### src/design/three_phase_svpwm_duty_defines.svh
// assertion macros for the three-phase svpwm duty block
// used by the top level only; expects clk_i and rst_ni in scope
`ifndef THREE_PHASE_SVPWM_DUTY_DEFINES_SVH
`define THREE_PHASE_SVPWM_DUTY_DEFINES_SVH

// same-cycle implication
`define SVPWM_ASSERT_NOW(lbl, ante, cons, msg) \
  lbl: assert property (@(posedge clk_i) disable iff (!rst_ni) (ante) |-> (cons)) \
    else $error(msg);

// implication after a fixed number of cycles
`define SVPWM_ASSERT_LAT(lbl, ante, n, cons, msg) \
  lbl: assert property (@(posedge clk_i) disable iff (!rst_ni) (ante) |-> ##n (cons)) \
    else $error(msg);

`endif

### src/design/svpwm_pkg.sv
// shared constants and types for the three-phase svpwm duty block
// no dependencies
package svpwm_pkg;

  localparam int FIELD_W             = 16;
  localparam int PHASES              = 3;
  localparam int RATIO_FRAC_BITS_DEF = 15;
  // phase voltages are q8.24, signed, and their midpoint offsets fit in 35 bits
  localparam int DV_W                = 35;
  localparam int MAG_W               = 34;
  // bus voltage q8.8 times 2^17 gives the q8.24 divisor
  localparam int BUS_SHIFT           = 17;
  // overflow test: |dv| >= bus * 2^18 means the ratio magnitude is 2 or more
  localparam int OVF_SHIFT           = 18;

  localparam logic signed [17:0]        SQRT3_HALF_Q16 = 18'sd56756;
  localparam logic [FIELD_W-1:0]        WRAP_RESET     = 16'd4095;

  typedef struct packed {
    logic valid;
    logic bus_zero;
    logic neg;
    logic ovf;
  } phase_ctl_t;

  typedef struct packed {
    logic valid;
    logic bus_zero;
    logic sat;
  } scale_st_t;

endpackage

### src/design/svpwm_scale.sv
// duty offset, clamp and scaling by the pwm wrap for one phase
// depends on svpwm_pkg
module svpwm_scale import svpwm_pkg::*; #(
  parameter int FracBits = RATIO_FRAC_BITS_DEF
) (
  input  logic               clk_i,
  input  logic               rst_ni,
  input  phase_ctl_t         ctl_i,
  input  logic [FracBits:0]  quo_i,
  input  logic [FIELD_W-1:0] wrap_i,
  output scale_st_t          st_o,
  output logic [FIELD_W-1:0] duty_o
);

  localparam int QW = FracBits + 1;
  localparam int PW = FIELD_W + QW;

  logic [QW-1:0]      half, t_d, t_q;
  logic               over, hi_d, lo_d, hi_q, lo_q;
  logic [1:0]         v_q;
  logic               bz1_q;
  scale_st_t          st_d, st_q;
  logic [PW-1:0]      prod;
  logic [FIELD_W-1:0] duty_d, duty_q;

  // stage 1: t = half +/- quotient, clamp detection
  always_comb begin
    half = QW'(1) << (FracBits - 1);
    over = ctl_i.ovf || (quo_i > half);
    t_d  = ctl_i.neg ? (half - quo_i) : (half + quo_i);
    hi_d = !ctl_i.neg && over;
    lo_d = ctl_i.neg && over;
  end

  // stage 2: wrap * t / 2^frac, or wrap/2, wrap or 0 on bus zero, high or low clamp
  always_comb begin
    prod = PW'(wrap_i) * PW'(t_q);
    if (bz1_q) begin
      duty_d = wrap_i >> 1;
    end else if (hi_q) begin
      duty_d = wrap_i;
    end else if (lo_q) begin
      duty_d = '0;
    end else begin
      duty_d = prod[FracBits +: FIELD_W];
    end
    st_d.valid    = v_q[0];
    st_d.bus_zero = bz1_q;
    st_d.sat      = !bz1_q && (hi_q || lo_q);
  end

  always_ff @(posedge clk_i or negedge rst_ni) begin
    if (!rst_ni) begin
      v_q <= '0;
    end else begin
      v_q <= {v_q[0], ctl_i.valid};
    end
  end

  always_ff @(posedge clk_i) begin
    t_q    <= t_d;
    hi_q   <= hi_d;
    lo_q   <= lo_d;
    bz1_q  <= ctl_i.bus_zero;
    st_q   <= st_d;
    duty_q <= duty_d;
  end

  // valid travels in v_q; the registered copy in st_q follows it
  always_comb begin
    st_o       = st_q;
    st_o.valid = v_q[1] & st_q.valid;
  end
  assign duty_o = duty_q;

endmodule

### config.mk
export PLATFORM = sky130hd
export DESIGN_NAME = svpwm_scale
export DESIGN_NICKNAME = d
export VERILOG_FILES = /design/src/design/three_phase_svpwm_duty_defines.svh /design/src/design/svpwm_pkg.sv /design/src/design/svpwm_scale.sv
export SDC_FILE = /design/constraint.sdc
export NUM_CORES = 1
export LEC_CHECK = 0
export BUFFER_PORTS_ARGS = -buffer_cell sky130_fd_sc_hd__buf_2
export CAP_MARGIN = 20
export CORE_MARGIN = 2
export CORE_UTILIZATION = 55
export CTS_BUF_LIST = sky130_fd_sc_hd__clkbuf_8
export CTS_CLUSTER_SIZE = 20
export DETAILED_ROUTE_END_ITERATION = 8
export GPL_ROUTABILITY_DRIVEN = 0
export PLACE_DENSITY_LB_ADDON = 0.2
export SLEW_MARGIN = 20
export SYNTH_ARGS = -nofsm -noshare
export SYNTH_HDL_FRONTEND = slang
export SYNTH_SLANG_ARGS = --single-unit
### constraint.sdc
create_clock -name clk_i -period 7.4 [get_ports clk_i]
set_input_delay 1.48 -clock clk_i [delete_from_list [all_inputs] [get_ports clk_i]]
set_output_delay 1.48 -clock clk_i [all_outputs]
set_load 0.02 [all_outputs]
Word-level counts from Yosys, hierarchy flattened
Index checks and enable logic that the tools add are counted.
- output and inout port bits: 19
- word-level logic and storage cells: 26
- input port bits: 38
- register bits: 40
- reduce and logical (&&, ||, !) cells: 7
- bitwise gates (word level): 1
- muxes and demuxes: 4
- order comparisons: 1
- multipliers: 1
- $add $sub $neg: 2
- operator list (cell ; count):
    $mux W16 ; 3
    $mul A16 B16 Y31 ; 1
    $add A15 B16 Y16 const A ; 1
    $gt A16 B15 Y1 const B ; 1
    $sub A15 B16 Y16 const A ; 1
    $mux W15 ; 1
    $logic_and A1 B1 Y1 ; 3
    $logic_not A1 Y1 ; 2
    $logic_or A1 B1 Y1 ; 2
    $and A1 B1 Y1 ; 1

Depth between registers and ports, before layout
- depth after elaboration: 4
- depth in mapped cells: 23
- mapped depth without buffers: 20

Least setup slack after synthesis
Ideal clock, no wire load.
- path kind: in2reg
- start point: in wrap_i[7]
- end point: reg duty_q[14], in the netlist duty_o[14]
- data required time: 7.278 ns
- slack: 0.413 ns
- buffers on the path: 3
- setup time: 0.122 ns
- data arrival time: 6.865 ns
- stages: 23
- cells stage by stage: clkbuf_1 -> clkbuf_1 -> nand2_1 -> fa_1 -> inv_1 -> fa_1 -> inv_1 -> fa_1 -> inv_1 -> fa_1 -> fa_1 -> inv_1 -> fa_1 -> inv_1 -> ha_1 -> buf_2 -> nand2_1 -> nor4_1 -> o221ai_1 -> a21o_1 -> o21ba_2 -> xnor2_1 -> a221o_1
- longest elaborated chain between the ends: 4
- ends and longest elaborated chain (item ; line ; RTL):
    start, declared ; svpwm_scale.sv:10 ; input logic [FIELD_W-1:0] wrap_i,
    $mul A16 B16 Y31 ; svpwm_scale.sv:37 ; prod = PW'(wrap_i) * PW'(t_q);
    $mux W16 ; svpwm_scale.sv:42 ; end else if (lo_q) begin
    $mux W16 ; svpwm_scale.sv:40 ; end else if (hi_q) begin
    $mux W15 ; svpwm_scale.sv:38 ; if (bz1_q) begin
    net duty_d[14] ; svpwm_scale.sv:24 ; logic [FIELD_W-1:0] duty_d, duty_q;
    end signal, assigned ; svpwm_scale.sv:66 ; duty_q <= duty_d;
    end, declared ; svpwm_scale.sv:24 ;
The timed path passes the listed nets, and every way through them passes these cells.
A chain may end at the register's enable or synchronous reset.

Final worst setup path
- start point: in wrap_i[9]
- end point: reg duty_q[14], in the netlist duty_o[14]
The elaborated chain is that of the path after synthesis.

==> results.toml <==
[timing]
slew-limit-headroom = 0.403
fin_worst_skew_ns = 0.00675
period_minus_slack_ns = 6.85
worstMarginPinSlew_ns = 0.895
finalSetupViolCount = 0
max_clock_freq_ghz = 0.146
drv_slew = 0
min_period_over_period = 0.926
rsz0062_at_grt = "false"
tns_ns = 0
hold_viol_final = 0

[clock_network]
cts-root-buf = "clkbuf_8"
cts_tree = "built"
cts_buffers = 5
htree_levels = 2
path_clk_slew_ns = 0.07
clk-insertion-delay-late_ns = 0.29
cts_resized = 0
clkSinkCount = 40
hold_buffers = 0
ctsLongestPathBuffers = 2
post-cts-setup-buffers = 0

[drt]
wl_mm = 25.6
wire_per_inst_um = 18.1
num_vias = 7874
avgViaCountPerCell = 5.58
drc = 0
first_iter_violations = 526
first_pass_iters = 5
ant_nets = 0

[critical_path]
crit_path_frequent_cell = "fa_1"
crit_fanout = 16
cp.arrival_ns = 7.04
crit_chain = "buf_2 -> nand2_1 -> fa_1 -> inv_1 -> fa_1 -> fa_1 -> fa_1 -> fa_1 -> inv_1 -> fa_1 -> inv_1 -> ha_1 -> nand2_1 -> nor4_1 -> o221ai_1 -> a21o_1 -> o21ba_2 -> xnor2_1 -> a221o_1"
crit_type = "in -> reg"
required_ns = 7.58
end_kind = "flip-flop"
crit_path_max_incr_delay_ns = 0.57
startpoint_type = "input port"
crit_slowest_cell = "fa_1"

[grt]
met2_usage = 0.488
grt.busiest_layer = "met2"
grt_max_degree = 35
grt_usage = 0.277
antenna_found_initial = 0
gr-total-overflow = 0
grt_use_met1 = 0.366
use_met3 = 0.0245
grt_pass1_vias = 8216
grt_pass1_wl_mm = 42.4

[synth]
ys_seq_elements = 40
avgSynthCellArea_um2 = 8.62
ys_top_cells_by_count = "236 x inv_1, 192 x fa_1, 178 x nand2_1"
synth_top_family_by_area = "adder cells"
async_flop_share = 0.0500
synthXorXnorAreaFrac = 0.0271
synthMuxAreaShare = 0.00400
synth-seq-area-share = 0.0810
synthSimpleGateAreaFrac = 0.182
syn_area_um2 = 10000
ys_types = 54
synthAdderAreaFrac = 0.509
synth_compound_area_frac = 0.0816
synth_top_cell_by_area = "fa_1"
synth_edf_count = 0
ys_top_cells_by_area = "fa_1 38%, ha_1 13%, inv_1 8.9%"
syn_inst = 1161
synth_top_area_share = 0.384
ys_dominant_reg_cell = "dfxtp_1"
synth_fp_nets = 1491
yosysWarnings = 0
yosysMostFrequentCell = "inv_1"

[floorplanning]
start_util = 0.559
core_area_um2 = 17900
fp.dieW_um = 139
die_h_um = 139
rows = 49
design.die.area_um2 = 19300
pin_count = 57

[cells_and_area]
multi_input_area_um2 = 8050
diodes = 0
nFillCells = 1653
nNetsFinal = 1512
drive_above_1_share = 0.0778
seq_area_um2 = 811
final_cell_count_no_fill = 1412
area_delta_synth_final_pct = 5.59

[placement]
dp.cells = 1404
dp_hpwl_mm = 20.5
portBuffers = 56

[worst_hold_path]
hp-class = "reg -> reg"

[job]
cap_violations = 0

[outcome]
status = "complete, no violations"
routing by layer:
layer	vias to the layer above	wire length (µm)
met1	3938	10600
met5	-	0
met3	63	1300
met4	0	867
li1	3590	-
met2	283	12800
per-stage QoR:
step	hold slack, ns	cell area, µm²	util	setup slack, ns
floorplan	0.329	10000	-	0.413
global placement	0.347	10500	0.584	0.338
detailed placement	0.355	10500	0.584	0.239
CTS	0.371	10600	0.590	0.553
global route	0.383	10600	0.590	0.283
finish	0.369	10600	0.590	0.546
cells by family after synthesis:
logic type | Yosys count
AND/OR/NAND/NOR | 375
buffers and inverters | 298
adder cells (fa/ha/maj) | 292
AO/OA/AOI/OAI | 121
flip-flops | 40
XOR/XNOR | 31
multiplexers | 4
worst max-delay path, delay by kind of cell:
kind	cells	cell delay, ns
AND/OR/NAND/NOR	3	0.55
XOR/XNOR	1	0.11
adder cells (fa/ha/maj)	7	3.45
AO/OA/AOI/OAI	4	0.97
buffers and inverters	4	0.46
area by class of cell:
| cell class | instances | share of cell area |
|---|---|---|
| Multi-Input combinational cell | 823 | 0.762 |
| Inverter | 237 | 0.0842 |
| Sequential cell | 40 | 0.0767 |
| Timing Repair Buffer | 75 | 0.0400 |
| Tap cell | 229 | 0.0271 |
| Clock buffer | 5 | 0.00651 |
| Clock inverter | 3 | 0.00367 |
layout by cell type (no fill, tap or decap), drive strengths merged, types with 6 or more instances in the layout:
master,count
fa,192
inv,238
a21o,10
nand2,179
a21oi,34
nand4,11
and3,6
buf,75
nand2b,6
xnor2,27
and2,117
dfxtp,38
nor2,31
o31ai,7
a221oi,7
ha,100
o221ai,8
o21ai,25
a211oi,6
flip-flops by register name, summed over array words and instances (netlist names):
name    cells
st_o        2
v_q         2
bz1_q       1
st_q        1
lo_q        1
duty_o     16
hi_q        1
t_q        16
final timing paths:
kind / from / endpoint / slack [ns] / cells after the start
worst max-delay path: wrap_i[9] / duty_o[14]$_DFF_P_ / 0.55 / 19
worst min-delay path: v_q[0]$_DFF_PN0_ / st_q[2]$_DFF_P_ / 0.37 / 0
worst max register to register: t_q[1]$_DFF_P_ / duty_o[14]$_DFF_P_ / 1.17 / 18
worst min register to register: v_q[0]$_DFF_PN0_ / st_q[2]$_DFF_P_ / 0.37 / 0
max in group asynchronous: rst_ni / v_q[0]$_DFF_PN0_ / 6.34 / 1
min in group asynchronous: rst_ni / v_q[1]$_DFF_PN0_ / 0.96 / 1
Power is not shown: default switching activity piles up to over one toggle a cycle in this logic, so the estimate is an artifact.
