`src/design/three_phase_svpwm_duty_defines.svh`:
```
// assertion macros for the three-phase svpwm duty block
// used by the top level only; expects clk_i and rst_ni in scope
`ifndef THREE_PHASE_SVPWM_DUTY_DEFINES_SVH
`define THREE_PHASE_SVPWM_DUTY_DEFINES_SVH

// same-cycle implication
`define SVPWM_ASSERT_NOW(lbl, ante, cons, msg) \
  lbl: assert property (@(posedge clk_i) disable iff (!rst_ni) (ante) |-> (cons)) \
    else $error(msg);

// implication after a fixed number of cycles
`define SVPWM_ASSERT_LAT(lbl, ante, n, cons, msg) \
  lbl: assert property (@(posedge clk_i) disable iff (!rst_ni) (ante) |-> ##n (cons)) \
    else $error(msg);

`endif

```
`src/design/svpwm_pkg.sv`:
```
// shared constants and types for the three-phase svpwm duty block
// no dependencies
package svpwm_pkg;

  localparam int FIELD_W             = 16;
  localparam int PHASES              = 3;
  localparam int RATIO_FRAC_BITS_DEF = 15;
  // phase voltages are q8.24, signed, and their midpoint offsets fit in 35 bits
  localparam int DV_W                = 35;
  localparam int MAG_W               = 34;
  // bus voltage q8.8 times 2^17 gives the q8.24 divisor
  localparam int BUS_SHIFT           = 17;
  // overflow test: |dv| >= bus * 2^18 means the ratio magnitude is 2 or more
  localparam int OVF_SHIFT           = 18;

  localparam logic signed [17:0]        SQRT3_HALF_Q16 = 18'sd56756;
  localparam logic [FIELD_W-1:0]        WRAP_RESET     = 16'd4095;

  typedef struct packed {
    logic valid;
    logic bus_zero;
    logic neg;
    logic ovf;
  } phase_ctl_t;

  typedef struct packed {
    logic valid;
    logic bus_zero;
    logic sat;
  } scale_st_t;

endpackage

```
`src/design/svpwm_div.sv`:
```
// pipelined restoring divider, one quotient bit per stage, for one phase
// depends on svpwm_pkg
module svpwm_div import svpwm_pkg::*; #(
  parameter int FracBits = RATIO_FRAC_BITS_DEF
) (
  input  logic               clk_i,
  input  logic               rst_ni,
  input  phase_ctl_t         ctl_i,
  input  logic [MAG_W-1:0]   mag_i,
  input  logic [FIELD_W-1:0] bus_i,
  output phase_ctl_t         ctl_o,
  output logic [FracBits:0]  quo_o
);

  localparam int QW = FracBits + 1;
  localparam int NW = MAG_W + FracBits;

  phase_ctl_t         ctl_q [QW];
  logic [NW-1:0]      rem_q [QW];
  logic [QW-1:0]      quo_q [QW];
  logic [FIELD_W-1:0] bus_q [QW];

  for (genvar s = 0; s < QW; s++) begin : g_stage
    localparam int B = QW - 1 - s;

    phase_ctl_t         ctl_in;
    logic [NW-1:0]      rem_in, dsh, rem_d;
    logic [QW-1:0]      quo_in, quo_d;
    logic [FIELD_W-1:0] bus_in;
    logic               ge;

    if (s == 0) begin : g_first
      assign ctl_in = ctl_i;
      assign rem_in = NW'(mag_i) << FracBits;
      assign quo_in = '0;
      assign bus_in = bus_i;
    end else begin : g_rest
      assign ctl_in = ctl_q[s-1];
      assign rem_in = rem_q[s-1];
      assign quo_in = quo_q[s-1];
      assign bus_in = bus_q[s-1];
    end

    // divisor bus * 2^17 aligned to quotient bit B
    assign dsh = NW'(bus_in) << (B + BUS_SHIFT);
    assign ge  = rem_in >= dsh;

    always_comb begin
      rem_d    = ge ? (rem_in - dsh) : rem_in;
      quo_d    = quo_in;
      quo_d[B] = ge;
    end

    always_ff @(posedge clk_i or negedge rst_ni) begin
      if (!rst_ni) begin
        ctl_q[s] <= '0;
      end else begin
        ctl_q[s] <= ctl_in;
      end
    end

    always_ff @(posedge clk_i) begin
      rem_q[s] <= rem_d;
      quo_q[s] <= quo_d;
      bus_q[s] <= bus_in;
    end
  end

  assign ctl_o = ctl_q[QW-1];
  assign quo_o = quo_q[QW-1];

endmodule

```
`config.mk`:
```
export PLATFORM = sky130hd
export DESIGN_NAME = svpwm_div
export DESIGN_NICKNAME = d
export VERILOG_FILES = /design/src/design/three_phase_svpwm_duty_defines.svh /design/src/design/svpwm_pkg.sv /design/src/design/svpwm_div.sv
export SDC_FILE = /design/constraint.sdc
export NUM_CORES = 1
export LEC_CHECK = 0
export BUFFER_PORTS_ARGS = -buffer_cell sky130_fd_sc_hd__clkbuf_2
export CAP_MARGIN = 25
export CORE_MARGIN = 3
export CORE_UTILIZATION = 56
export CTS_BUF_LIST = sky130_fd_sc_hd__clkbuf_16
export CTS_CLUSTER_DIAMETER = 40
export DETAILED_ROUTE_END_ITERATION = 12
export PLACE_DENSITY = 0.81
export SETUP_SLACK_MARGIN = 0.2
export SYNTH_ARGS = -nofsm -noshare
export SYNTH_HDL_FRONTEND = slang
export SYNTH_SLANG_ARGS = --single-unit
```
`constraint.sdc`:
```
create_clock -name clk_i -period 3.8 [get_ports clk_i]
set_input_delay 0.19 -clock clk_i [delete_from_list [all_inputs] [get_ports clk_i]]
set_output_delay 0.19 -clock clk_i [all_outputs]
set_load 0.01 [all_outputs]
```
# Word level (Yosys, flattened, before mapping)
# Memory sizes are Yosys's and may differ from the RTL's.
# Index checks and enable logic that the tools add are counted.
# op_classes
add_sub_neg	16
n_lt_le_gt_ge	16
mux	16
# op_table
op	n
$mux W49	16
$ge A49 B33 Y1	1
$ge A49 B34 Y1	1
$ge A49 B35 Y1	1
$ge A49 B36 Y1	1
$ge A49 B37 Y1	1
$ge A49 B38 Y1	1
$ge A49 B39 Y1	1
$ge A49 B40 Y1	1
$ge A49 B41 Y1	1
$ge A49 B42 Y1	1
$ge A49 B43 Y1	1
$ge A49 B44 Y1	1
$ge A49 B45 Y1	1
$ge A49 B46 Y1	1
$ge A49 B47 Y1	1
$ge A49 B48 Y1	1
$sub A49 B33 Y49	1
$sub A49 B34 Y49	1
$sub A49 B35 Y49	1
$sub A49 B36 Y49	1
$sub A49 B37 Y49	1
$sub A49 B38 Y49	1
$sub A49 B39 Y49	1
other kinds (9)	9
# word_totals
ff_bits	64
mem_bits_rw	1296
in_bits	56
output_inout_bits	20
word_cells	115
memories	3
# mem_list
name	depth	width	rd	rd_clocked_by_memory_dff	write_ports	line_no	text
rem_q	16	49	15	0	16	svpwm_div.sv:19	logic [NW-1:0] rem_q [QW];
bus_q	16	16	15	0	16	svpwm_div.sv:21	logic [FIELD_W-1:0] bus_q [QW];
quo_q	16	16	16	0	16	svpwm_div.sv:20	logic [QW-1:0] quo_q [QW];

# Logic depth before layout (Yosys ltp)
# An unclocked memory read counts as a cell.
# logic_depth
depth_word	3
ltp_mapped	13
mapped_depth_nobuf	12

# Worst setup path before layout
# No wires, ideal clock.
# synth_timing
kind	register to register
start	mem rem_q[0][127] in the netlist's numbering
end	mem rem_q[0][190] in the netlist's numbering
setup_time_ns	0.070
t_arrival_ns	2.874
required_time_ns	3.730
path_slack_ns	0.857
stages_incl_launch_ff	14
path_buffers	2
synth_period_minus_slack_ns	2.943
path_cell_list	dfxtp_1 > inv_1 > ha_1 > inv_1 > fa_1 > a211oi_1 > o21ai_0 > a2111oi_0 > nor3_1 > o31ai_1 > nand3b_1 > clkbuf_1 > buf_2 > a21oi_1
# synth_lines
item	line_no
start: declaration	svpwm_div.sv:19

==> summary.md <==
| Metric | Value |
|---|---|
| Seq cells post-synth | `950` |
| DR iter-0 viols | `1,397` |
| Hold WC Path Type | `in2async` |
| CTS Buf Count | `109` |
| Clock sinks | `950` |
| Final Hold Viols | `0` |
| Die span in y | `265 microns` |
| Total track usage | `23.6%` |
| Initial antenna violation count | `0` |
| Skew final | `0.0495 ns` |
| Most Crowded Layer GR | `met2` |
| Final Total Pwr | `38.0 mW` |
| Final #Nets | `4,253` |
| Period utilization | `89.0%` |
| Clk Latency, worst-skew pair | `0.68 ns` |
| Met2 usage | `47.2%` |
| Post-layout min period | `3.38 ns` |
| R2R setup slack | `0.42 ns` |
| Max Cap Viol | `0` |
| PortBufs | `75` |
| Htree depth | `3` |
| Worst vdd ir | `0.504 mV` |
| CP Launch Type | `flip-flop` |
| Vias in the first global route | `28,100` |
| First-pass GRT wire length | `136 mm` |
| Power Density | `879 nW/um^2` |
| Cells after Synth | `3,713` |
| Top_reg_cell synth | `dfxtp_1` |
| CTS tree | `yes` |
| Max Slew Vio Count | `0` |
| Met3 usage | `3.57%` |
| Number of synthesized flops with an enable pin | `0` |
| Cell Area, Synth | `37,500 sq um` |
| Largest net degree at the start of global routing | `34` |
| Fin util | `65.6%` |
| Vias/cell | `5.60` |
| Register area share after synthesis | `51.6%` |
| DR vias | `27,300` |
| Dpl ws | `0.355 ns` |
| Final HPWL DP | `57.6 mm` |
| Worst-path clk slew | `0.07 ns` |
| Die area | `70,100 sq um` |
| Crit-path max FO | `3` |
| Clk Tree Root Cell | `clkbuf_16` |
| Leak Pwr | `19.3 nW` |
| Critical path arrival | `3.97 ns` |
| Setup Crit Path Kind | `reg2reg` |
| Endpoints failing setup | `0` |
| Outcome | `finished clean` |
| Wire length per cell | `17.1 microns` |
| Remaining Overflow, GRT | `0` |
| CORE AREA | `66,000 sq um` |
| FMAX | `296 MHz` |
| Worst-Margin Slew | `0.943 ns` |
| Met1 usage | `23.0%` |
| Syn-to-layout area delta | `15.4%` |
| Detail Route Antenna Nets | `0` |
| Clk buf depth | `3` |
| Syn Nets | `4,040` |
| Reg2reg end | `rem_q[0][292]` |
| DR DRC count | `0` |
| Pre-Repair DR Iteration Count | `6` |
| Setup TNS | `0 ns` |
| # fillers | `4,688` |
| Initial core utilization | `56.8%` |
| Worst setup margin | `0.417 ns` |
| Reg2Reg Depth | `12` |
| WL final | `83.5 mm` |
| Share of flip-flops with an asynchronous set or reset | `6.74%` |
| Die W | `265 microns` |
| Req. time, crit path | `4.38 ns` |
| Ports | `76` |
| Syn Area/Cell | `10.1 sq um` |
| CP startpoint | `rem_q[0][223]` |
| Post-synth cell types | `93` |
| Reg-to-reg startpoint | `rem_q[0][223]` |
| Yosys Warn Count | `0` |
| Number of core rows | `94` |
| Fraction of layout cells with a size suffix above 1 | `9.90%` |
| Max_slew headroom | `35.5%` |
| Setup crit end kind | `flip-flop` |
| Hold slack | `0.186 ns` |
| GP Congestion | `0.922` |
| RSZ-0062 raised after global routing | `no` |
[critical path, cell delays in order (launching register included)]
cell and delay [ns]:
dfxtp_1 0.32, inv_1 0.07, ha_1 0.21, inv_1 0.09, fa_1 0.41, a21o_1 0.21
a21oi_1 0.32, o221ai_1 0.31, a311oi_2 0.40, o21ai_0 0.16, or3_1 0.38, nor4_1 0.24
xor2_1 0.17
[sequential cells by signal, indices dropped and copies added, names as in the netlist]
name	count
ctl_q	60
rem_q	510
quo_q	136
ctl_o	4
bus_q	240
[metrics by stage]
step                std cells  cell area, sq um
floorplan                3713             37500
global placement         4622             38900
detailed placement       4622             38900
CTS                      4881             43200
global route             4883             43300
finish                   4884             43300
[logic make-up (layout without fill, tap and decap cells)]
kind of cell | count (synthesis) | after routing | synth area share (%)
DFF | 950 | 950 | 51.6
and+or+nand+nor | 949 | 949 | 12.8
AOI/OAI and AO/OA | 798 | 798 | 13.5
buffers and inverters | 388 | 694 | 3.99
xor gates and xnor gates | 293 | 293 | 6.85
adders and majority gates | 271 | 271 | 9.35
muxes | 64 | 64 | 1.92
other | 0 | 1 | 0
[cells in the mapped netlist (64+ instances only)]
library cell	count	area share [%]
o21ai_0	178	2.4
dfxtp_1	886	47
nand2_1	217	2.2
inv_1	328	3.3
nor3_1	76	1.0
nor2_1	267	2.7
ha_1	256	8.5
xnor2_1	160	3.7
xor2_1	133	3.1
a21oi_1	250	3.3
dfrtp_1	64	4.3
a21o_1	93	1.9
[power breakdown]
part,internal [mW],switching [mW]
combinational,6.04,7.24
sequential,12.5,1.66
clock,6.26,4.30
[layout by cell type (no fill, tap or decap), drive strengths merged, types with 15 or more instances in the layout]
cell         netlist  final
dfxtp            886    886
o31ai             18     18
nand3             47     47
o31a              15     15
a211oi            24     24
dlygate4sd3        0     55
fa                15     15
nor4              60     60
o21a              47     47
or3               39     39
a21oi            250    250
or4               19     19
o21ai            182    182
nor3              77     77
nand2b            42     42
inv              328    359
dfrtp             64     64
clkinv             0     40
nand4             37     37
xor2             133    133
nor4b             15     15
ha               256    256
clkbuf            43    185
nor2b             37     37
a21o              93     93
or2               17     17
and3              19     19
nand2            217    217
a31oi             28     28
nor2             267    267
xnor2            160    160
mux2              62     62
o21bai            30     30
buf               17     32
[per-layer routing]
metal	wire, microns	up-vias	part of all wire (%)
li1	-	13300	-
met1	30400	13000	36
met2	45500	701	54
met3	3190	276	3.8
met4	4380	0	5.2
met5	0	-	0
[how the worst max path moves through the flow]
stage / endpoint / slack, ns / cells past startpoint
floorplan: rem_q[0][190] / 0.86 / 13
global placement: rem_q[0][292] / 0.56 / 12
detailed placement: rem_q[0][81] / 0.36 / 11
CTS: rem_q[0][94] / 0.22 / 11
global route: rem_q[0][292] / 0.23 / 11
finish: rem_q[0][292] / 0.42 / 12
[cell type report]
| class | instances | area (sq um) | share of cell area, % |
|---|---|---|---|
| Clock buffer | 110 | 2750 | 6.36 |
| Antenna cell | 1 | 2.50 | 0.00578 |
| Multi-Input combinational cell | 2375 | 16700 | 38.6 |
| Clock inverter | 94 | 1010 | 2.34 |
| Inverter | 328 | 1230 | 2.84 |
| Sequential cell | 950 | 19300 | 44.7 |
| Timing Repair Buffer | 162 | 1170 | 2.69 |
| Tap cell | 864 | 1080 | 2.50 |
[what timing repair did]
| action | 4_1_cts | 5_1_grt |
|---|---|---|
| buffers inserted | 0 | 2 |
| gates resized for setup | 0 | 3 |
| endpoints found under the setup margin | 0 | 23 |
| hold buffers | 55 | 0 |
| endpoints found under the hold margin | 86 | 0 |
Note: power is estimated with default switching activity, not from simulation.
