$ cat config.mk
export PLATFORM = sky130hd
export DESIGN_NAME = svpwm_front
export DESIGN_NICKNAME = d
export VERILOG_FILES = /design/src/design/three_phase_svpwm_duty_defines.svh /design/src/design/svpwm_pkg.sv /design/src/design/svpwm_front.sv
export SDC_FILE = /design/constraint.sdc
export NUM_CORES = 1
export LEC_CHECK = 0
export ABC_AREA = 1
export BUFFER_PORTS_ARGS = -buffer_cell sky130_fd_sc_hd__buf_2
export CAP_MARGIN = 10
export CORE_UTILIZATION = 45
export DETAILED_ROUTE_END_ITERATION = 12
export PLACE_DENSITY = 0.63
export SYNTH_ARGS = -nofsm -noshare
export SYNTH_HDL_FRONTEND = slang
export SYNTH_SLANG_ARGS = --single-unit
$ cat constraint.sdc
create_clock -name clk_i -period 8.97 [get_ports clk_i]
set_input_delay 1.794 -clock clk_i [delete_from_list [all_inputs] [get_ports clk_i]]
set_output_delay 1.794 -clock clk_i [all_outputs]
set_load 0.005 [all_outputs]
$ cat src/design/three_phase_svpwm_duty_defines.svh
// assertion macros for the three-phase svpwm duty block
// used by the top level only; expects clk_i and rst_ni in scope
`ifndef THREE_PHASE_SVPWM_DUTY_DEFINES_SVH
`define THREE_PHASE_SVPWM_DUTY_DEFINES_SVH

// same-cycle implication
`define SVPWM_ASSERT_NOW(lbl, ante, cons, msg) \
  lbl: assert property (@(posedge clk_i) disable iff (!rst_ni) (ante) |-> (cons)) \
    else $error(msg);

// implication after a fixed number of cycles
`define SVPWM_ASSERT_LAT(lbl, ante, n, cons, msg) \
  lbl: assert property (@(posedge clk_i) disable iff (!rst_ni) (ante) |-> ##n (cons)) \
    else $error(msg);

`endif

$ cat src/design/svpwm_pkg.sv
// shared constants and types for the three-phase svpwm duty block
// no dependencies
package svpwm_pkg;

  localparam int FIELD_W             = 16;
  localparam int PHASES              = 3;
  localparam int RATIO_FRAC_BITS_DEF = 15;
  // phase voltages are q8.24, signed, and their midpoint offsets fit in 35 bits
  localparam int DV_W                = 35;
  localparam int MAG_W               = 34;
  // bus voltage q8.8 times 2^17 gives the q8.24 divisor
  localparam int BUS_SHIFT           = 17;
  // overflow test: |dv| >= bus * 2^18 means the ratio magnitude is 2 or more
  localparam int OVF_SHIFT           = 18;

  localparam logic signed [17:0]        SQRT3_HALF_Q16 = 18'sd56756;
  localparam logic [FIELD_W-1:0]        WRAP_RESET     = 16'd4095;

  typedef struct packed {
    logic valid;
    logic bus_zero;
    logic neg;
    logic ovf;
  } phase_ctl_t;

  typedef struct packed {
    logic valid;
    logic bus_zero;
    logic sat;
  } scale_st_t;

endpackage

$ cat src/design/svpwm_front.sv
// inverse clarke, min-max injection offset and magnitude/sign split
// depends on svpwm_pkg
module svpwm_front import svpwm_pkg::*; (
  input  logic                      clk_i,
  input  logic                      rst_ni,
  input  logic                      start_i,
  input  logic signed [FIELD_W-1:0] v_alpha_i,
  input  logic signed [FIELD_W-1:0] v_beta_i,
  input  logic        [FIELD_W-1:0] bus_voltage_i,
  output phase_ctl_t                ctl_o [PHASES],
  output logic        [MAG_W-1:0]   mag_o [PHASES],
  output logic        [FIELD_W-1:0] bus_o
);

  // valid bits of stages 1..6
  logic [5:0] v_q;

  logic signed [FIELD_W-1:0] alpha1_q, beta1_q, alpha2_q;
  logic        [FIELD_W-1:0] bus1_q, bus2_q, bus3_q, bus4_q, bus5_q, bus6_q;
  logic signed [33:0]        prod_d, prod2_q;
  logic signed [DV_W-1:0]    ext_a, ext_p, va_d, vb_d, vc_d;
  logic signed [DV_W-1:0]    v3_q [PHASES];
  logic signed [DV_W-1:0]    v4_q [PHASES];
  logic signed [DV_W-1:0]    vmax, vmin, sum_d, sum4_q;
  logic signed [DV_W-1:0]    dv_d [PHASES];
  logic signed [DV_W-1:0]    dv5_q [PHASES];
  logic        [MAG_W-1:0]   ovf_lim;
  logic        [DV_W-1:0]    abs_full [PHASES];
  logic        [MAG_W-1:0]   mag_d [PHASES];
  logic        [MAG_W-1:0]   mag6_q [PHASES];
  logic        [PHASES-1:0]  neg6_q, ovf6_q;

  always_ff @(posedge clk_i or negedge rst_ni) begin
    if (!rst_ni) begin
      v_q <= '0;
    end else begin
      v_q <= {v_q[4:0], start_i};
    end
  end

  // stage 2: sqrt(3)/2 * beta
  assign prod_d = SQRT3_HALF_Q16 * beta1_q;

  // stage 3: phase voltages
  always_comb begin
    ext_a = DV_W'(alpha2_q);
    ext_p = DV_W'(prod2_q);
    va_d  = ext_a <<< 16;
    vb_d  = ext_p - (ext_a <<< 15);
    vc_d  = -ext_p - (ext_a <<< 15);
  end

  // stage 4: max + min of the three phases
  always_comb begin
    vmax = (v3_q[0] > v3_q[1]) ? v3_q[0] : v3_q[1];
    vmax = (vmax > v3_q[2]) ? vmax : v3_q[2];
    vmin = (v3_q[0] < v3_q[1]) ? v3_q[0] : v3_q[1];
    vmin = (vmin < v3_q[2]) ? vmin : v3_q[2];
    sum_d = vmax + vmin;
  end

  // stage 5: 2v - (max + min)
  always_comb begin
    for (int p = 0; p < PHASES; p++) begin
      dv_d[p] = (v4_q[p] <<< 1) - sum4_q;
    end
  end

  // stage 6: magnitude, sign and ratio overflow
  assign ovf_lim = MAG_W'({bus5_q, {OVF_SHIFT{1'b0}}});
  always_comb begin
    for (int p = 0; p < PHASES; p++) begin
      abs_full[p] = dv5_q[p][DV_W-1] ? DV_W'(-dv5_q[p]) : DV_W'(dv5_q[p]);
      mag_d[p]    = abs_full[p][MAG_W-1:0];
    end
  end

  always_ff @(posedge clk_i) begin
    alpha1_q <= v_alpha_i;
    beta1_q  <= v_beta_i;
    bus1_q   <= bus_voltage_i;

    alpha2_q <= alpha1_q;
    prod2_q  <= prod_d;
    bus2_q   <= bus1_q;

    v3_q[0]  <= va_d;
    v3_q[1]  <= vb_d;
    v3_q[2]  <= vc_d;
    bus3_q   <= bus2_q;

    v4_q     <= v3_q;
    sum4_q   <= sum_d;
    bus4_q   <= bus3_q;

    dv5_q    <= dv_d;
    bus5_q   <= bus4_q;

    for (int p = 0; p < PHASES; p++) begin
      mag6_q[p] <= mag_d[p];
      neg6_q[p] <= dv5_q[p][DV_W-1];
      ovf6_q[p] <= mag_d[p] >= ovf_lim;
    end
    bus6_q   <= bus5_q;
  end

  always_comb begin
    for (int p = 0; p < PHASES; p++) begin
      ctl_o[p].valid    = v_q[5];
      ctl_o[p].bus_zero = (bus6_q == '0);
      ctl_o[p].neg      = neg6_q[p];
      ctl_o[p].ovf      = ovf6_q[p];
      mag_o[p]          = mag6_q[p];
    end
  end

  assign bus_o = bus6_q;

endmodule

Yosys cells after proc, flatten, opt, wreduce, memory -nomap -nowiden
Memories as Yosys holds them, arrays and structs flattened.
Cells that the tools add are included.

cells by class
  add/subtract/negate cells = 10
  $mul = 1
  magnitude comparators = 7
  multiplexer cells = 7
  reductions and logical operators = 1

operators by type and width
  operator                number
  $mux 35                 4
  $ge 34x34->1            3
  $mux 34                 3
  $neg 34->34             3
  $sub 35x35->35          2
  $add 35x35->35          1
  $gt 35x35->1            1
  $lt 35x35->1            1
  $neg 33->35             1
  $sub 33x35->35          1
  $sub 35x31->35          1
  $gt 32x34->1            1
  $lt 32x34->1            1
  $sub 33x31->34          1
  $mul 15x16->31 const A  1
  $logic_not 16->1        1

storage, ports and cells
  bits in registers = 496
  memory bits (writable) = 102
  bits of input ports = 51
  output and inout port bits = 130
  word-level logic and storage cells = 50
  memories = 1

memory list
  memory  words  width  rd ports  clocked after memory_dff  wr ports  line               RTL
  mag6_q  3      34     3         0                         3         svpwm_front.sv:30  logic [MAG_W-1:0] mag6_q [PHASES];

Longest topological paths before layout
  depth in word-level cells = 5
  gate-level depth with buffers = 52
  gate-level depth less buffers = 50

Worst setup path before layout
Ideal clock, no wire load.

  path type = register to register
  from = register, netlist name v3_q[68]
  to = register sum4_q[28]
  setup time = 0.112 ns
  arrival = 5.595 ns
  required time = 8.858 ns
  slack = 3.262 ns
  cell stages (with the launch flop) = 48
  buffers on the path = 2
  clock period less this slack = 5.708 ns
  cells stage by stage = dfxtp_1 > inv_1 > ha_1 > nand4_1 > inv_1 > nand2_1 > nor2_2 > nand2_1 > nand3_2 > nand2_1 > nand2_1 > inv_2 > buf_6 > a21oi_4 > nand2_2 > o21ai_2 > inv_1 > ha_1 > [12 not listed] > o21ai_0 > fa_1 > nand2_1 > nand2_1 > o21ai_0 > o21ai_0 > nand2_1 > nand2_1 > a21oi_1 > o21ai_2 > nand3_1 > nand2_1 > nand2_1 > nand2_1 > nand2_1 > nand2_1 > nand2_1 > nand2_1

between the ends
  word-level cells in the longest chain between the ends = 5
  elaborated cells between the ends (all ways) = 9
  classes of those cells = add/sub: 1; order compare: 4; mux: 4

RTL lines
  item                                                 line                                  RTL
  $gt 32x34->1 / $lt 32x34->1 (equally long branches)  svpwm_front.sv:55, svpwm_front.sv:57
  $mux 35, on equally long branches                    svpwm_front.sv:55, svpwm_front.sv:57
  $gt 35x35->1 / $lt 35x35->1 (equally long branches)  svpwm_front.sv:56, svpwm_front.sv:58
  $mux 35, on equally long branches                    svpwm_front.sv:56, svpwm_front.sv:58
  $add 35x35->35 *                                     svpwm_front.sv:59                     sum_d = vmax + vmin;
  net sum_d[28]                                        svpwm_front.sv:24                     logic signed [DV_W-1:0] vmax, vmin, sum_d, sum4_q;
  end signal, assigned                                 svpwm_front.sv:93                     sum4_q <= sum_d;
  end, declared                                        svpwm_front.sv:24

The timed path passes the listed nets; every way through them passes the cells marked *.

Final worst setup path
  from = register, netlist name v3_q[68]
  to = register sum4_q[28]

between the ends
  word-level cells in the longest chain between the ends = 5
  elaborated cells between the ends (all ways) = 9
  classes of those cells = add/sub: 1; order compare: 4; mux: 4

RTL lines
  item                                                 line
  $gt 32x34->1 / $lt 32x34->1 (equally long branches)  svpwm_front.sv:55, svpwm_front.sv:57
  $mux 35, on equally long branches                    svpwm_front.sv:55, svpwm_front.sv:57
  $gt 35x35->1 / $lt 35x35->1 (equally long branches)  svpwm_front.sv:56, svpwm_front.sv:58
  $mux 35, on equally long branches                    svpwm_front.sv:56, svpwm_front.sv:58
  $add 35x35->35 *                                     svpwm_front.sv:59
  net sum_d[28]                                        svpwm_front.sv:24

Marks and branches as above.

==> flow_metrics.py <==
metrics = {
    "floorplanning": {
        "ios": 181,
        "placementRows": 98,
        "die_y_um": 270.5,
        "floorplan.initialDensity_pct": 45.47,
        "core-area_mm2": 0.07136,
        "die_area_mm2": 0.07319,
        "die_w_um": 270.5,
    },
    "sta": {
        "fmax_ghz": 0.1298,
        "final.min_clock_period_ns": 7.704,
        "rsz0062_at_grt": "false",
        "hold_viol": 0,
        "slew_violations": 0,
        "fin_skew_ns": 0.03705,
        "setup_viol": 0,
        "tightest_slew_ns": 1.125,
        "period_share_pct": 85.88,
        "final.setup.tns_ns": 0,
        "max-slew-margin-rel_pct": 23.94,
    },
    "synth": {
        "synthArstFlopShare_pct": 1.054,
        "synth-edff-count": 0,
        "synth_top_area_share_pct": 34.73,
        "synth_seq_area_share_pct": 35.19,
        "synth_cell_types": 53,
        "ys.flop_type": "dfxtp_1",
        "syn_avg_cell_area_um2": 8.504,
        "syn_inst": 3816,
        "yosysWarnings": 0,
        "synth.ff_latch_count": 569,
        "yosys.area.top_type": "dfxtp_1",
        "netlist_area_mm2": 0.03245,
        "synth_area_leaders": "dfxtp_1, ha_1, fa_1, inv_1, nand2_1",
    },
    "worst_setup_path": {
        "max_stage_delay_ns": 0.56,
        "critPathTopFamily": "simple AND/OR/NAND/NOR gates",
        "worstPathArrival_ns": 8.25,
        "critPathBufInv": 5,
        "rrSetupSlack_ns": 1.27,
        "startpoint_type": "flip-flop",
        "critPathMaxFanout": 47,
        "cp_common_cell": "nand2_1",
        "slowest_stage": "a21oi_4",
        "required_ns": 9.51,
        "critical_path_class": "reg -> reg",
        "cp-end-kind": "flip-flop",
    },
    "finish": {
        "area_delta_synth_final_pct": 12.70,
        "n_antenna_cell": 0,
        "drive_above_1_share_pct": 7.758,
        "fin_nets": 4617,
        "final_common_cell": "inv_1",
        "fin_area_mm2": 0.03657,
        "mostFrequentLayoutCells": "inv_1, nand2_1, dfxtp_1",
        "final_util_pct": 51.25,
    },
    "global_routing": {
        "antenna_found_initial": 0,
        "grt_max_degree": 48,
        "grt_pass1_wl_um": 130900,
        "overflow": 0,
        "grt_usage_pct": 22.69,
        "grt_pass1_vias": 25179,
    },
    "cts": {
        "clock_sinks": 569,
        "clk_pin_slew_ns": 0.06,
        "cts-hold-fix-buffers": 0,
        "clock_latency_ns": 0.65,
        "h-tree-depth": 2,
        "cts_resized": 0,
        "clk_path_buf_depth": 3,
        "cts_buffers": 61,
        "cts_setup_buffers": 0,
        "cts_tree": "yes",
        "cts-root-buf": "clkbuf_16",
    },
    "routing": {
        "vias_per_cell": 4.941,
        "wl_um": 83290,
        "num_vias": 24819,
        "antenna_left": 0,
        "drc_errors": 0,
        "first_pass_iters": 5,
        "wl_per_cell_um": 16.58,
        "drtIter0Drc": 1243,
    },
    "run": {
        "maxCapViolCount": 0,
    },
    "placement": {
        "gp_congestion": 0.9249,
        "port_buffers": 174,
        "placed_cell_area_mm2": 0.03435,
        "hpwl_um": 70670,
    },
    "min_path": {
        "hp-class": "reg -> reg",
    },
    "status": {
        "outcome": "completed",
    },
}
## registers in the layout, summed over array words and instances, names as in the netlist
register	count
bus3_q	16
beta1_q	16
dv5_q	96
bus2_q	16
bus_o	16
sum4_q	33
v_q	6
mag6_q	94
neg6_q	3
bus1_q	16
alpha2_q	16
prod2_q	31
ovf6_q	3
v4_q	79
bus4_q	16
alpha1_q	16
v3_q	80
bus5_q	16
## worst paths after layout
check | depth (start not counted) | from | to
max in group asynchronous | 1 | rst_ni | v_q[2]
min in group asynchronous | 1 | rst_ni | v_q[1]
worst min register to register | 0 | bus1_q[1] | bus2_q[1]
worst max register to register | 41 | v3_q[68] | sum4_q[28]
worst max-delay path | 41 | v3_q[68] | sum4_q[28]
worst min-delay path | 0 | bus1_q[1] | bus2_q[1]
## metal layers
layer / up-vias / wire, um / track usage (%)
met2: 500 / 40520 / 40.96
met1: 11321 / 36760 / 27.50
met3: 148 / 2829 / 2.432
met4: 0 / 3176 / 8.742
met5: - / 0 / 0
li1: 12850 / - / -
## area by class of cell
cell class                 count  area [um2]
tap                          950        1189
sequential                   569       11420
timing repair buffer         184       945.9
clock buffer                  72        1659
clock inverter                40       560.5
fill                        6815       34790
multi-input combinational   2608       18550
inverter                     600        2252
## cells by family after synthesis
| kind of cell | share of synthesized area [%] |
|---|---|
| AO/OA/AOI/OAI | 11.29 |
| XOR/XNOR | 7.800 |
| adder cells (fa/ha/maj) | 23.77 |
| buffers and inverters | 7.731 |
| flip-flops | 35.19 |
| other | 0.01156 |
| AND/OR/NAND/NOR | 14.21 |
## per-stage QoR
stage / setup WS, ns / hold slack [ns] / std cells
2_1_floorplan: 3.262 / 0.3096 / 3821
3_5_place_dp: 1.133 / 0.3121 / 4911
6_report: 1.266 / 0.3210 / 5023
3_3_place_gp: 1.289 / 0.3100 / 4911
4_1_cts: 1.117 / 0.3224 / 5023
5_1_grt: 0.4871 / 0.3315 / 5023
## worst reg2reg max path: cells and delay by family, from the launching register on
| family | cells | cell delay [ns] |
|---|---|---|
| simple gates | 27 | 3.44 |
| compound gates | 6 | 1.81 |
| fa+ha+maj | 3 | 1.15 |
| buf+inv | 5 | 0.82 |
| flops | 1 | 0.38 |
## synth_stat cells, drive strengths merged (2+ instances only)
master / n
o21a: 7
o211ai: 11
a21oi: 263
xor2: 200
o31ai: 14
fa: 124
o221ai: 3
xnor2: 89
nand4: 32
o21bai: 11
a21boi: 12
dfxtp: 563
dfrtp: 6
a31oi: 46
buf: 26
and3: 4
nand3b: 3
a221oi: 7
nor4: 30
clkbuf: 18
ha: 418
a211oi: 3
or2: 5
inv: 600
nor4b: 2
nand3: 100
or4: 3
nand2: 589
o2111ai: 4
o2111a: 2
nor2: 293
o21ai: 252
nor3: 47
nor3b: 3
a21o: 21
Power is left out: the tool's default activity adds up to more than one toggle a clock period on the data nets, which glitch-free logic cannot reach.
